[config.mk]
export PLATFORM = sky130hd
export DESIGN_NAME = polyphase_8tap_interpolator_top_flat
export DESIGN_NICKNAME = d
export VERILOG_FILES = /design/src/hw/rtl/ppi8_pkg.sv /design/src/hw/rtl/ppi8_req_if.sv /design/src/hw/rtl/ppi8_rsp_if.sv /design/src/hw/rtl/polyphase_8tap_interpolator_top.sv /design/src/flat_wrapper.sv
export SDC_FILE = /design/constraint.sdc
export NUM_CORES = 2
export LEC_CHECK = 0
export BUFFER_PORTS_ARGS = -buffer_cell sky130_fd_sc_hd__buf_4
export CAP_MARGIN = 10
export CORE_MARGIN = 3
export CORE_UTILIZATION = 59
export CTS_BUF_LIST = sky130_fd_sc_hd__clkbuf_4
export DETAILED_ROUTE_END_ITERATION = 8
export HOLD_SLACK_MARGIN = 0.15
export PLACE_DENSITY = 0.78
export SLEW_MARGIN = 0
export SYNTH_ARGS = -nofsm -noshare
export SYNTH_HDL_FRONTEND = slang
export SYNTH_SLANG_ARGS = --single-unit
export TNS_END_PERCENT = 100
[constraint.sdc]
create_clock -name clock -period 6.63 [get_ports clock]
set_input_delay 1.326 -clock clock [delete_from_list [all_inputs] [get_ports clock]]
set_output_delay 1.326 -clock clock [all_outputs]
set_load 0.02 [all_outputs]
[src/hw/rtl/ppi8_pkg.sv]
// Package: shared types and constants of the polyphase 8-tap interpolator.
`timescale 1ns / 1ps
`default_nettype none

package ppi8_pkg;

   localparam int TAPS     = 8;                   // filter taps per phase row
   localparam int TAP_W    = 3;                   // bits of a tap index
   localparam int HALF     = TAPS / 2;            // centre lag of the window
   localparam int SMP_W    = 16;                  // Q1.15 sample / coefficient
   localparam int CNT_W    = 16;                  // coarse sample counter
   localparam int PHCFG_W  = 4;                   // phase_count register
   localparam int LEN_W    = 16;                  // coarse_length register
   localparam int FLEN_W   = 19;                  // fine_length register / fine_index
   localparam int CSR_IDX_W = 2;
   localparam int CSR_DAT_W = 19;
   localparam int PROD_W   = 2 * SMP_W;
   localparam int ACC_W    = PROD_W + TAP_W;      // eight products, no overflow
   localparam int FRAC     = 15;

   // register indices
   localparam logic [CSR_IDX_W-1:0] CSR_PHASE_COUNT   = 2'd0;
   localparam logic [CSR_IDX_W-1:0] CSR_COARSE_LENGTH = 2'd1;
   localparam logic [CSR_IDX_W-1:0] CSR_FINE_LENGTH   = 2'd2;

   // reset values of the registers
   localparam logic [PHCFG_W-1:0] PHASE_COUNT_RST   = 4'd8;
   localparam logic [LEN_W-1:0]   COARSE_LENGTH_RST = 16'd1024;
   localparam logic [FLEN_W-1:0]  FINE_LENGTH_RST   = 19'd8192;

   typedef enum logic [0:0] {
      REQ_COEF   = 1'b0,
      REQ_SAMPLE = 1'b1
   } req_kind_type;

   typedef enum logic [4:0] {
      ST_IDLE  = 5'b00001,
      ST_SETUP = 5'b00010,
      ST_POINT = 5'b00100,
      ST_MAC   = 5'b01000,
      ST_FIN   = 5'b10000
   } state_type;

   typedef struct packed {
      logic [0:0]              req_type;
      logic [TAP_W-1:0]        coef_phase;
      logic [TAP_W-1:0]        coef_tap;
      logic signed [SMP_W-1:0] coef_value;
      logic signed [SMP_W-1:0] sample;
   } req_payload_type;

   typedef struct packed {
      logic signed [SMP_W-1:0] fine_sample;
      logic [FLEN_W-1:0]       fine_index;
      logic                    saturated;
      logic                    run_last;
   } rsp_payload_type;

endpackage

`default_nettype wire

[src/hw/rtl/ppi8_req_if.sv]
// Interface: request channel (valid / ready / payload).
`timescale 1ns / 1ps
`default_nettype none

interface ppi8_req_if;
   logic                      valid;
   logic                      ready;
   ppi8_pkg::req_payload_type payload;

   modport source (output valid, output payload, input ready);
   modport sink   (input valid, input payload, output ready);
endinterface

`default_nettype wire

[src/hw/rtl/ppi8_rsp_if.sv]
// Interface: result channel (valid / ready / payload).
`timescale 1ns / 1ps
`default_nettype none

interface ppi8_rsp_if;
   logic                      valid;
   logic                      ready;
   ppi8_pkg::rsp_payload_type payload;

   modport source (output valid, output payload, input ready);
   modport sink   (input valid, input payload, output ready);
endinterface

`default_nettype wire

[src/hw/rtl/polyphase_8tap_interpolator_top.sv]
// Top level: polyphase 8-tap interpolator with one shared multiply-accumulate unit.
`timescale 1ns / 1ps
`default_nettype none

// Channel    Dir  Handshake                  Payload
// req_chan   in   valid/ready, both high     req_type, coef_phase, coef_tap, coef_value, sample
// rsp_chan   out  valid/ready, both high     fine_sample, fine_index, saturated, run_last
// csr_*      in   csr_we high                csr_index selects register, csr_wdata
//
// A coefficient load writes the table from the idle state. A coarse sample goes through set-up,
// then one MAC pass per fine sample (one tap a cycle through the single 16x16 multiplier,
// then the coefficient read and product registers drain): up to P fine samples mid-trace;
// the last sample of a trace also flushes the remaining centres (the final centre is sent
// as zero, with no MAC pass).
// A request is taken only while the sequencer is idle. The result register lets the
// sequencer move on while a result waits; it stalls in its final step only when the
// next result is ready and the previous one has not been taken.
// Synchronous reset clears the window, counter, registers and control; the
// coefficient table is not cleared.

module polyphase_8tap_interpolator_top #(
   parameter int MAX_PHASES = 8
) (
   input  wire                                  clock,
   input  wire                                  reset,
   ppi8_req_if.sink                             req_chan,
   ppi8_rsp_if.source                           rsp_chan,
   input  wire                                  csr_we,
   input  wire [ppi8_pkg::CSR_IDX_W-1:0]        csr_index,
   input  wire [ppi8_pkg::CSR_DAT_W-1:0]        csr_wdata
);

   localparam int PH_W   = $clog2(MAX_PHASES + 1);          // effective phase count
   localparam int K_W    = (MAX_PHASES > 1) ? $clog2(MAX_PHASES) : 1;   // phase row
   localparam int ADDR_W = K_W + ppi8_pkg::TAP_W;
   localparam int DEPTH  = MAX_PHASES * ppi8_pkg::TAPS;
   localparam int IDX_W  = ppi8_pkg::CNT_W + PH_W;           // e*P+k before truncation
   localparam int CMP_W  = ((IDX_W > ppi8_pkg::FLEN_W) ? IDX_W : ppi8_pkg::FLEN_W) + 1;
   localparam int L_W    = ppi8_pkg::TAP_W + 1;

   // ---------------------------------------------------------------- registers
   ppi8_pkg::state_type state_ff, state_in;

   logic [ppi8_pkg::PHCFG_W-1:0] phase_cfg_ff, phase_cfg_in;
   logic [ppi8_pkg::LEN_W-1:0]   coarse_len_ff, coarse_len_in;
   logic [ppi8_pkg::FLEN_W-1:0]  fine_len_ff, fine_len_in;

   logic signed [ppi8_pkg::SMP_W-1:0] window_ff [ppi8_pkg::TAPS];
   logic signed [ppi8_pkg::SMP_W-1:0] window_in [ppi8_pkg::TAPS];
   logic [ppi8_pkg::CNT_W-1:0]        cnt_ff, cnt_in;

   // per-request working set
   logic                       last_ff, last_in;     // this sample closes the trace
   logic [PH_W-1:0]            p_ff, p_in;           // effective phase count
   logic [ppi8_pkg::TAP_W-1:0] s_ff, s_in;           // window shift of current centre
   logic [ppi8_pkg::CNT_W-1:0] e_ff, e_in;           // first centre
   logic [IDX_W-1:0]           idx_ff, idx_in;       // current fine index
   logic [K_W-1:0]             k_ff, k_in;           // current phase row
   logic [L_W-1:0]             l_ff, l_in;           // tap issue counter

   // shared MAC pipeline
   logic signed [ppi8_pkg::SMP_W-1:0]  coef_rd_ff;
   logic signed [ppi8_pkg::SMP_W-1:0]  opnd_ff, opnd_in;
   logic signed [ppi8_pkg::PROD_W-1:0] prod_ff, prod_in;
   logic signed [ppi8_pkg::ACC_W-1:0]  acc_ff, acc_in;
   logic                               stg1_vld_ff, stg1_vld_in;
   logic                               stg2_vld_ff, stg2_vld_in;

   // result register
   logic                      rsp_vld_ff, rsp_vld_in;
   ppi8_pkg::rsp_payload_type rsp_data_ff, rsp_data_in;

   // coefficient table
   logic signed [ppi8_pkg::SMP_W-1:0] coef_mem [DEPTH];
   logic                              mem_we;
   logic [ADDR_W-1:0]                 mem_waddr;
   logic [ADDR_W-1:0]                 mem_raddr;

   // ---------------------------------------------------------------- helpers
   logic                            req_fire;
   logic                            issue;
   logic [ppi8_pkg::TAP_W:0]        tap_pos;
   logic                            rsp_free;
   logic                            rsp_load;
   logic                            final_pt;
   logic                            idx_over;
   logic                            next_over;
   logic                            sat;
   logic signed [ppi8_pkg::SMP_W-1:0] sat_val;
   logic [ppi8_pkg::LEN_W:0]        len_eff;
   logic [ppi8_pkg::LEN_W:0]        cnt_next;
   logic                            is_last;
   logic [PH_W-1:0]                 p_eff;

   assign req_chan.ready  = (state_ff == ppi8_pkg::ST_IDLE);
   assign req_fire        = req_chan.valid && req_chan.ready;
   assign rsp_chan.valid   = rsp_vld_ff;
   assign rsp_chan.payload = rsp_data_ff;

   assign rsp_free  = !rsp_vld_ff || rsp_chan.ready;
   assign rsp_load  = (state_ff == ppi8_pkg::ST_FIN) && rsp_free;

   // trace end and effective phase count, evaluated on the incoming sample
   assign len_eff  = (coarse_len_ff == '0) ? {1'b1, {ppi8_pkg::LEN_W{1'b0}}}
                                           : {1'b0, coarse_len_ff};
   assign cnt_next = {1'b0, cnt_ff} + 1'b1;
   assign is_last  = (cnt_next >= len_eff);
   assign p_eff    = (32'(phase_cfg_ff) > MAX_PHASES) ? PH_W'(MAX_PHASES)
                                                       : PH_W'(phase_cfg_ff);

   // tap issue and window operand; taps that run past the newest sample are zero
   assign issue   = (state_ff == ppi8_pkg::ST_MAC) && (32'(l_ff) < ppi8_pkg::TAPS);
   assign tap_pos = {1'b0, s_ff} + {1'b0, l_ff[ppi8_pkg::TAP_W-1:0]};

   assign mem_raddr = {k_ff, l_ff[ppi8_pkg::TAP_W-1:0]};
   assign mem_waddr = {K_W'(req_chan.payload.coef_phase), req_chan.payload.coef_tap};

   // end of the request's work: last row of the last centre
   assign final_pt  = (PH_W'(k_ff) == p_ff - 1'b1)
                      && ((32'(s_ff) == ppi8_pkg::HALF) || !last_ff);
   assign idx_over  = (CMP_W'(idx_ff) >= CMP_W'(fine_len_ff));
   assign next_over = ((CMP_W'(idx_ff) + CMP_W'(1)) >= CMP_W'(fine_len_ff));

   // floor shift by 15 then clip to Q1.15
   assign sat = !((&acc_ff[ppi8_pkg::ACC_W-1:2*ppi8_pkg::FRAC])
                  || !(|acc_ff[ppi8_pkg::ACC_W-1:2*ppi8_pkg::FRAC]));
   assign sat_val = sat ? (acc_ff[ppi8_pkg::ACC_W-1] ? 16'sh8000 : 16'sh7FFF)
                        : acc_ff[ppi8_pkg::FRAC+ppi8_pkg::SMP_W-1:ppi8_pkg::FRAC];

   // ---------------------------------------------------------------- sequencer
   always_comb begin
      logic finish;
      finish        = 1'b0;
      state_in      = state_ff;
      phase_cfg_in  = phase_cfg_ff;
      coarse_len_in = coarse_len_ff;
      fine_len_in   = fine_len_ff;
      window_in     = window_ff;
      cnt_in        = cnt_ff;
      last_in       = last_ff;
      p_in          = p_ff;
      s_in          = s_ff;
      e_in          = e_ff;
      idx_in        = idx_ff;
      k_in          = k_ff;
      l_in          = l_ff;
      acc_in        = acc_ff;
      mem_we        = 1'b0;
      rsp_data_in   = rsp_data_ff;
      rsp_vld_in    = rsp_vld_ff && !rsp_chan.ready;

      opnd_in     = tap_pos[ppi8_pkg::TAP_W] ? '0 : window_ff[tap_pos[ppi8_pkg::TAP_W-1:0]];
      prod_in     = coef_rd_ff * opnd_ff;
      stg1_vld_in = issue;
      stg2_vld_in = stg1_vld_ff;
      if (stg2_vld_ff) begin
         acc_in = acc_ff + ppi8_pkg::ACC_W'(prod_ff);
      end

      if (csr_we) begin
         case (csr_index)
            ppi8_pkg::CSR_PHASE_COUNT:   phase_cfg_in  = csr_wdata[ppi8_pkg::PHCFG_W-1:0];
            ppi8_pkg::CSR_COARSE_LENGTH: coarse_len_in = csr_wdata[ppi8_pkg::LEN_W-1:0];
            ppi8_pkg::CSR_FINE_LENGTH:   fine_len_in   = csr_wdata[ppi8_pkg::FLEN_W-1:0];
            default: ;
         endcase
      end

      case (state_ff)
         ppi8_pkg::ST_IDLE: begin
            if (req_fire) begin
               if (req_chan.payload.req_type == ppi8_pkg::REQ_SAMPLE) begin
                  for (int i = 0; i < ppi8_pkg::TAPS - 1; i++) begin
                     window_in[i] = window_ff[i+1];
                  end
                  window_in[ppi8_pkg::TAPS-1] = req_chan.payload.sample;
                  last_in  = is_last;
                  cnt_in   = is_last ? '0 : cnt_next[ppi8_pkg::CNT_W-1:0];
                  p_in     = p_eff;
                  if (32'(cnt_ff) >= ppi8_pkg::HALF) begin
                     s_in = '0;
                     e_in = cnt_ff - ppi8_pkg::CNT_W'(ppi8_pkg::HALF);
                  end else begin
                     s_in = ppi8_pkg::TAP_W'(ppi8_pkg::HALF) - cnt_ff[ppi8_pkg::TAP_W-1:0];
                     e_in = '0;
                  end
                  state_in = ppi8_pkg::ST_SETUP;
               end else begin
                  mem_we = (32'(req_chan.payload.coef_phase) < MAX_PHASES);
               end
            end
         end
         ppi8_pkg::ST_SETUP: begin
            idx_in = IDX_W'(e_ff) * IDX_W'(p_ff);
            k_in   = '0;
            // a phase count of zero, or mid-trace the first four samples of a trace, produce nothing
            if ((p_ff == '0) || (!last_ff && (s_ff != '0))) begin
               finish = 1'b1;
            end else begin
               state_in = ppi8_pkg::ST_POINT;
            end
         end
         ppi8_pkg::ST_POINT: begin
            acc_in = '0;
            l_in   = '0;
            if (idx_over) begin
               finish = 1'b1;          // indices only grow: nothing more to send
            end else if (last_ff && (32'(s_ff) == ppi8_pkg::HALF)) begin
               state_in = ppi8_pkg::ST_FIN;   // final centre is sent as zero
            end else begin
               state_in = ppi8_pkg::ST_MAC;
            end
         end
         ppi8_pkg::ST_MAC: begin
            if (issue) begin
               l_in = l_ff + 1'b1;
            end else if (!stg1_vld_ff && !stg2_vld_ff) begin
               state_in = ppi8_pkg::ST_FIN;
            end
         end
         ppi8_pkg::ST_FIN: begin
            if (rsp_free) begin
               rsp_vld_in              = 1'b1;
               rsp_data_in.fine_sample = sat_val;
               rsp_data_in.fine_index  = idx_ff[ppi8_pkg::FLEN_W-1:0];
               rsp_data_in.saturated   = sat;
               rsp_data_in.run_last    = final_pt || next_over;
               if (final_pt) begin
                  finish = 1'b1;
               end else begin
                  idx_in   = idx_ff + 1'b1;
                  state_in = ppi8_pkg::ST_POINT;
                  if (PH_W'(k_ff) == p_ff - 1'b1) begin
                     k_in = '0;
                     s_in = s_ff + 1'b1;
                  end else begin
                     k_in = k_ff + 1'b1;
                  end
               end
            end
         end
         default: begin
            state_in = ppi8_pkg::ST_IDLE;
         end
      endcase

      if (finish) begin
         state_in = ppi8_pkg::ST_IDLE;
         if (last_ff) begin
            for (int i = 0; i < ppi8_pkg::TAPS; i++) begin
               window_in[i] = '0;
            end
         end
      end
   end

   // ---------------------------------------------------------------- control regs
   always_ff @(posedge clock) begin
      if (reset) begin
         state_ff      <= ppi8_pkg::ST_IDLE;
         phase_cfg_ff  <= ppi8_pkg::PHASE_COUNT_RST;
         coarse_len_ff <= ppi8_pkg::COARSE_LENGTH_RST;
         fine_len_ff   <= ppi8_pkg::FINE_LENGTH_RST;
         cnt_ff        <= '0;
         stg1_vld_ff   <= 1'b0;
         stg2_vld_ff   <= 1'b0;
         rsp_vld_ff    <= 1'b0;
         for (int i = 0; i < ppi8_pkg::TAPS; i++) begin
            window_ff[i] <= '0;
         end
      end else begin
         state_ff      <= state_in;
         phase_cfg_ff  <= phase_cfg_in;
         coarse_len_ff <= coarse_len_in;
         fine_len_ff   <= fine_len_in;
         cnt_ff        <= cnt_in;
         stg1_vld_ff   <= stg1_vld_in;
         stg2_vld_ff   <= stg2_vld_in;
         rsp_vld_ff    <= rsp_vld_in;
         window_ff     <= window_in;
      end
   end

   // ---------------------------------------------------------------- datapath regs
   always_ff @(posedge clock) begin
      last_ff     <= last_in;
      p_ff        <= p_in;
      s_ff        <= s_in;
      e_ff        <= e_in;
      idx_ff      <= idx_in;
      k_ff        <= k_in;
      l_ff        <= l_in;
      opnd_ff     <= opnd_in;
      prod_ff     <= prod_in;
      acc_ff      <= acc_in;
      rsp_data_ff <= rsp_data_in;
   end

   // coefficient table, registered read
   always_ff @(posedge clock) begin
      if (mem_we) begin
         coef_mem[mem_waddr] <= req_chan.payload.coef_value;
      end
      coef_rd_ff <= coef_mem[mem_raddr];
   end

   // ---------------------------------------------------------------- assertions
   a_mac_pipe_in_mac : assert property (@(posedge clock) disable iff (reset)
      (stg1_vld_ff || stg2_vld_ff) |-> (state_ff == ppi8_pkg::ST_MAC))
      else $error("MAC pipeline busy outside the MAC state");

   a_tap_bound : assert property (@(posedge clock) disable iff (reset)
      (state_ff == ppi8_pkg::ST_MAC) |-> (32'(l_ff) <= ppi8_pkg::TAPS))
      else $error("tap counter ran past the last tap");

   a_no_overwrite : assert property (@(posedge clock) disable iff (reset)
      (rsp_load && rsp_vld_ff) |-> rsp_chan.ready)
      else $error("pending result overwritten");

   a_shift_bound : assert property (@(posedge clock) disable iff (reset)
      ((state_ff == ppi8_pkg::ST_POINT) || (state_ff == ppi8_pkg::ST_FIN))
      |-> (32'(s_ff) <= ppi8_pkg::HALF))
      else $error("window shift beyond the centre lag");

   a_zero_centre_last : assert property (@(posedge clock) disable iff (reset)
      ((state_ff == ppi8_pkg::ST_FIN) && (32'(s_ff) == ppi8_pkg::HALF)) |-> last_ff)
      else $error("flush centre reached on a mid-trace sample");

endmodule

`default_nettype wire
[src/flat_wrapper.sv]
// flat-port wrapper written by rule: the top's interface ports become plain ports
module polyphase_8tap_interpolator_top_flat 
#(
   parameter int MAX_PHASES = 8
)
  (clock, reset, csr_we, csr_index, csr_wdata, req_chan_valid, req_chan_payload, req_chan_ready, rsp_chan_valid, rsp_chan_payload, rsp_chan_ready);
  ppi8_req_if req_chan_i ();
  ppi8_rsp_if rsp_chan_i ();
  input  wire clock;
  input  wire reset;
  input  wire csr_we;
  input  wire [ppi8_pkg::CSR_IDX_W-1:0] csr_index;
  input  wire [ppi8_pkg::CSR_DAT_W-1:0] csr_wdata;
  input wire logic [$bits(req_chan_i.valid)-1:0] req_chan_valid;
  input wire logic [$bits(req_chan_i.payload)-1:0] req_chan_payload;
  output wire logic [$bits(req_chan_i.ready)-1:0] req_chan_ready;
  output wire logic [$bits(rsp_chan_i.valid)-1:0] rsp_chan_valid;
  output wire logic [$bits(rsp_chan_i.payload)-1:0] rsp_chan_payload;
  input wire logic [$bits(rsp_chan_i.ready)-1:0] rsp_chan_ready;
  assign req_chan_i.valid = req_chan_valid;
  assign req_chan_i.payload = req_chan_payload;
  assign req_chan_ready = req_chan_i.ready;
  assign rsp_chan_valid = rsp_chan_i.valid;
  assign rsp_chan_payload = rsp_chan_i.payload;
  assign rsp_chan_i.ready = rsp_chan_ready;
  polyphase_8tap_interpolator_top #(.MAX_PHASES(MAX_PHASES)) u_core (.clock(clock), .reset(reset), .req_chan(req_chan_i), .rsp_chan(rsp_chan_i), .csr_we(csr_we), .csr_index(csr_index), .csr_wdata(csr_wdata));
endmodule
* After elaboration in Yosys (flattened, before gate mapping)
Memories as Yosys holds them, arrays and structs flattened. A register that Yosys moved wholly into a read port is not among the register bits.
Cells that the tools add are included.
** Word-level totals
- Bits in registers :: 362
- Input port bits :: 65
- Memories kept :: 1
- Bits in writable memories :: 1024
** Memories
- u_core.coef_mem :: words 64, bits a word 16, rd ports 1, clocked after memory_dff 1, wr ports 1, line polyphase_8tap_interpolator_top.sv:74 : logic signed [ppi8_pkg::SMP_W-1:0] coef_mem [DEPTH];
** Cells by class
- Multipliers :: 2
- Multiplexer cells :: 50
- Magnitude comparators :: 7
- Add/sub/neg operators :: 11
- Bitwise logic cells :: 1
- Equality and inequality tests :: 19
- Reductions and logical operators :: 38
** Operators by type and width (number)
- $mux 128 :: 5
- $mux 16 :: 5
- $bmux 16 s3 :: 1
- $mux 5 :: 9
- $mux 20 :: 2
- $pmux 20 s2 :: 1
- $add 35x32->35 :: 1
- $mul 16x16->32 :: 1
- $mux 3 :: 9
- $pmux 5 s5 :: 1
- $add 20x1->21 const B :: 1
- $ge 21x19->1 :: 1
- $add 20x1->20 const B :: 1
- $ge 20x19->1 :: 1
- $mul 16x4->20 :: 1
- $add 16x1->17 const B :: 1
- $ge 17x17->1 :: 1
- $mux 17 :: 1
- $ge 16x3->1 const B :: 1
- $logic_not 16->1 :: 1
- $ne 2x2->1 const B :: 8
- $sub 16x3->16 const B :: 1
- $pmux 3 s2 :: 2
- $mux 1 :: 11
- other kinds (36) :: 61

* Depth between registers and ports, before layout
- Depth after elaboration :: 7
- Depth in mapped cells :: 24
- Mapped depth without buffers :: 23

* Worst setup path after synthesis
No wires, ideal clock.
- Path kind :: reg2reg
- From :: register u_core.coef_rd_ff[15] (netlist bit) (read register of u_core.coef_mem)
- To :: register u_core.prod_ff[30] (netlist bit)
- Clock period less this slack :: 6.148 ns
- Setup slack :: 0.482 ns
- Buffers on the path :: 1
- Required time :: 6.568 ns
- Data arrival time :: 6.087 ns
- Stages on the path, launching flop included :: 19
- Cells stage by stage :: dfxtp_1 clkbuf_1 nand2_1 inv_1 fa_1 fa_1 fa_1 fa_1 fa_1 inv_1 fa_1 inv_1 ha_1 nand4_1 or4_1 o21ai_0 o221ai_1 a211o_1 nand3_1
** On the way
- Word-level cells in the longest chain between the ends :: 1
** Ends and longest elaborated chain
- start, declared :: line polyphase_8tap_interpolator_top.sv:62 : logic signed [ppi8_pkg::SMP_W-1:0] coef_rd_ff;
- $mul 16x16->32 :: line polyphase_8tap_interpolator_top.sv:153 : prod_in = coef_rd_ff * opnd_ff;
- net u_core.prod_in (one bit) :: line polyphase_8tap_interpolator_top.sv:64 : logic signed [ppi8_pkg::PROD_W-1:0] prod_ff, prod_in;
- end signal, assigned :: line polyphase_8tap_interpolator_top.sv:294 : prod_ff <= prod_in;
- end, declared :: line polyphase_8tap_interpolator_top.sv:64
The timed path passes the listed nets, and every way through them passes these cells.
A chain may end at the register's enable or synchronous reset.

* Worst setup path after layout
- From :: register u_core.coef_rd_ff[8] (netlist bit) (read register of u_core.coef_mem)
- To :: register u_core.prod_ff[31] (netlist bit)
Same word-level chain as after synthesis.

==> flow_metrics.env <==
export IMPL_dp_cells=6210
export IMPL_area_growth_pct=10.0
export IMPL_grtUsageMet2_pct=41.6
export IMPL_drv_cap=0
export IMPL_clkTransAtPathRegs_ns=0.07
export IMPL_fin_skew_ns=0.130
export IMPL_final_area_mm2=0.0754
export IMPL_drv_slew=0
export IMPL_holdBufCountCts=0
export IMPL_r2r_slack_ns=0.30
export IMPL_cp_start_kind="flop"
export IMPL_p_seq_share_pct=55.8
export IMPL_met1_usage_pct=33.9
export IMPL_clk_latency_ns=1.23
export IMPL_gp_congestion=0.899
export IMPL_fp_dieH_um=347
export IMPL_ff2ff_path_depth=22
export IMPL_dpl_cell_area_mm2=0.0711
export IMPL_rsz0062_at_grt="false"
export IMPL_drt_initial_drc_count=3450
export IMPL_path_cells="and2_1, fa_1, inv_1, fa_1, fa_1, inv_1, fa_1, fa_1, inv_1, fa_1, inv_1, ha_1, a21o_1, a21oi_1, o221ai_1, a31oi_2, nor2_1, a211oi_2, o211ai_1, a31o_2, a21oi_2, xnor2_1"
export IMPL_portBuffers=103
export IMPL_setup_tns_ns=0
export IMPL_final_cells=6810
export IMPL_vias=40000
export IMPL_synth_seq_cells=1402
export IMPL_coreArea_mm2=0.115
export IMPL_nets=5623
export IMPL_crit_buf_inv=4
export IMPL_initial_utilization_pct=59.7
export IMPL_cp_slowest_stage_delay_ns=0.56
export IMPL_clkSinkCount=1402
export IMPL_die_area_mm2=0.120
export IMPL_synth_nets=5278
export IMPL_worstPathRequired_ns=7.60
export IMPL_hold_path_class="in -> reg"
export IMPL_synth_area_mm2=0.0686
export IMPL_worstSetupPathType="reg -> reg"
export IMPL_wl_mm=151
export IMPL_worstPathMaxFanout=16
export IMPL_worst_pin_slew_ns=1.18
export IMPL_path_common_cell="fa_1"
export IMPL_finalSetupViolCount=0
export IMPL_num_io_pins=104
export IMPL_synthFlopType="edfxtp_1"
export IMPL_dp_hpwl_mm=98.1
export IMPL_use_met3_pct=5.42
export IMPL_hold_viol_final=0
export IMPL_wire_per_inst_um=22.1
export IMPL_yosys_warnings=0
export IMPL_p_sw_mw=3.77
export IMPL_relSlewSlack_pct=21.2
export IMPL_cp_slowest_cell="dfxtp_2"
export IMPL_total_power_mw=17.2
export IMPL_ant_nets=0
export IMPL_globalRoute_totalOverflow=0
export IMPL_rr_startpoint="u_core.coef_rd_ff[8]"
export IMPL_grt_busiest_layer="met2"
export IMPL_drc=0
export IMPL_p_int_mw=13.4
export IMPL_worstSetupEndpointType="flop"
export IMPL_grt_usage_pct=25.4
export IMPL_critical_path_endpoint="u_core.prod_ff[31]"
export IMPL_ys_types=71
export IMPL_antenna_found_initial=7
export IMPL_cts_max_path_buffers=4
export IMPL_std_cell_rows=124
export IMPL_synthArstFlopShare_pct=0
export IMPL_cts_tree="yes"
export IMPL_synth_area_per_cell_um2=14.6
export IMPL_grt_start_max_net_pins=131
export IMPL_path_depth=22
export IMPL_netSwitchingFraction_pct=21.9
export IMPL_die_w_um=347
export IMPL_drive_gt1_share_pct=23.9
export IMPL_dr_pass1_iters=5
export IMPL_status="completed"
export IMPL_clockPowerShare_pct=40.6
export IMPL_reg2reg_to="u_core.prod_ff[31]"
export IMPL_p_per_area_mw_per_mm2=228
export IMPL_via_per_inst=5.87
export IMPL_grt_pass1_vias=41200
export IMPL_max_freq_ghz=0.158
export IMPL_fill_cells=8026
export IMPL_fin_util_pct=65.7
export IMPL_synthCells=4712
export IMPL_yosysSeqAreaShare_pct=57.2
export IMPL_period_share_pct=95.5
export IMPL_grt_pass1_wl_mm=235
export IMPL_synth_edf_count=1112
export IMPL_cp_data_arrival_time_ns=7.31
export IMPL_period_needed_ns=6.33
export IMPL_crit_family="adder cells"
export IMPL_cts_buffers=357
export IMPL_combPwrFrac_pct=3.6
export IMPL_htreeDepth=5
export IMPL_crit_start="u_core.coef_rd_ff[8]"
export IMPL_cts_root_buf="clkbuf_4"
export IMPL_vdd_drop_max_mv=0.253
export IMPL_p_leak_nw=27.7
-- power by group through the flow --
stage | registers, mW | logic (mW) | clock network (mW)
finish | 9.58 | 0.625 | 6.98
global route | 9.58 | 0.697 | 7.62
CTS | 9.58 | 0.625 | 7.16
detailed placement | 9.77 | 0.623 | 0
global placement | 9.77 | 0.603 | 0
floorplan | 9.75 | 0.394 | 0
-- worst min-delay path by stage --
stage	slack, ns	end	cells past startpoint	start
after CTS	0.25	u_core.coarse_len_ff[10]	3	csr_wdata[10]
final	0.37	u_core.coarse_len_ff[10]	3	csr_wdata[10]
after floorplan	0.43	u_core.window_ff[112]	2	u_core.window_ff[112]
after detailed placement	0.45	u_core.fine_len_ff[14]	2	u_core.fine_len_ff[14]
after global placement	0.44	u_core.window_ff[118]	2	u_core.window_ff[118]
after global routing	0.27	u_core.window_ff[15]	3	req_chan_payload[15]
-- registers in the layout, indices dropped and copies added, names as in the netlist, 3 cells and up --
name,flops
u_core.coef_mem,1024
u_core.window_ff,128
u_core.rsp_chan.payload,37
u_core.acc_ff,35
u_core.prod_ff,32
u_core.idx_ff,20
u_core.fine_len_ff,19
u_core.cnt_ff,16
u_core.coarse_len_ff,16
u_core.coef_rd_ff,16
u_core.e_ff,16
u_core.opnd_ff,16
u_core.state_ff,5
u_core.l_ff,4
u_core.p_ff,4
u_core.phase_cfg_ff,4
u_core.k_ff,3
u_core.s_ff,3
-- cell families (layout without fill, tap and decap cells) --
kind of cell             count (synthesis)  count (layout)  synth area share, %
adder cells (fa/ha/maj)                501             501                 12.3
flip-flops                            1402            1402                 57.2
other                                    0               9                    0
buffers and inverters                  618            1195                 3.66
AO/OA/AOI/OAI                          509             509                 5.12
XOR/XNOR                               127             127                 1.62
AND/OR/NAND/NOR                       1163            1163                 7.65
multiplexers                           392             392                 12.4
-- metal layers --
metal  wire (um)  vias to the layer above
met2       74400                     1703
met1       59400                    20100
li1            -                    17900
met5          35                        -
met3       12200                      278
met4        4700                        2
-- tightest hold or removal path, delay by kind of cell --
family | cells | cell delay [ns]
AO/OA/AOI/OAI | 1 | 0.08
AND/OR/NAND/NOR | 1 | 0.04
buffers and inverters | 1 | 0.09
-- per-stage QoR --
stage | worst slack [ns] | hold WS (ns)
after detailed placement | 0.0438 | 0.449
after floorplan | 0.482 | 0.432
after CTS | 0.00852 | 0.247
final | 0.296 | 0.374
after global routing | 0.000962 | 0.266
after global placement | 0.217 | 0.441
-- layout by cell type, fill, tap and decap left out, types with 13 or more instances in the layout --
cell type,count
edfxtp_1,1112
nand2_1,613
clkbuf_4,512
inv_1,390
mux4_2,368
fa_1,291
dfxtp_1,282
ha_1,208
buf_4,206
nor2_1,191
a21oi_1,157
and2_1,148
a21oi_2,104
xnor2_1,85
a21o_1,61
clkinv_1,59
o21ai_0,57
xor2_1,41
nand3_1,34
nor3_1,31
mux2i_1,24
nand4_1,22
nand2b_1,21
nor2b_1,21
and3_1,18
a32o_1,14
o21a_1,13
-- area by class of cell --
class / count / area (um2) / share of cell area (%)
diodes: 9 / 22.5 / 0.0299
inverters: 392 / 1470 / 1.95
clock inverters: 79 / 423 / 0.561
repair buffers: 212 / 1670 / 2.21
well taps: 1512 / 1890 / 2.51
flip-flops and latches: 1402 / 39200 / 52.0
clock buffers: 512 / 3840 / 5.09
multi-input cells: 2692 / 26900 / 35.7
-- Yosys cell counts, types with 5 or more instances --
cell         n  share of area, %
a21oi_2    104               1.3
o21ai_1      5             0.036
and2_1     148               1.4
and3_1      18              0.16
o211ai_1     8             0.088
nor3_1      31              0.23
mux4_2     368                12
nand3b_1     6             0.066
and4_1       8              0.10
nor4_1       6             0.055
o221ai_1     5             0.064
nand2b_1    21              0.19
nand3_1     35              0.26
a31oi_1     11              0.10
fa_1       292               8.5
dfxtp_1    290               8.5
nand2_1    613               3.4
buf_2       27              0.20
a21oi_1    157               1.1
a21o_1      61              0.67
or3_1        8             0.073
clkbuf_1   151              0.83
o21a_1      13              0.14
edfxtp_1  1112                49
a21boi_0     6             0.066
inv_1      391               2.1
or2_2       10             0.091
o21bai_1    12              0.13
a32o_1      14              0.20
a211oi_1    12              0.13
nor2b_1     22              0.20
nor2_1     196               1.1
xor2_1      42              0.54
xnor2_1     85               1.1
o21ai_0     57              0.42
nor3b_1      5             0.055
nand4_1     22              0.20
mux2i_1     24              0.35
buf_6       18              0.30
ha_1       209               3.8
buf_1       25              0.14
o22ai_1      7             0.064
buf_4        5             0.055
-- what timing repair did --
item	4_1_cts	5_1_grt
endpoints found under the setup margin	1	4
buffers inserted	0	0
gates resized for setup	1	7
endpoints found under the hold margin	0	0
Note: power is estimated with default switching activity, not from simulation.
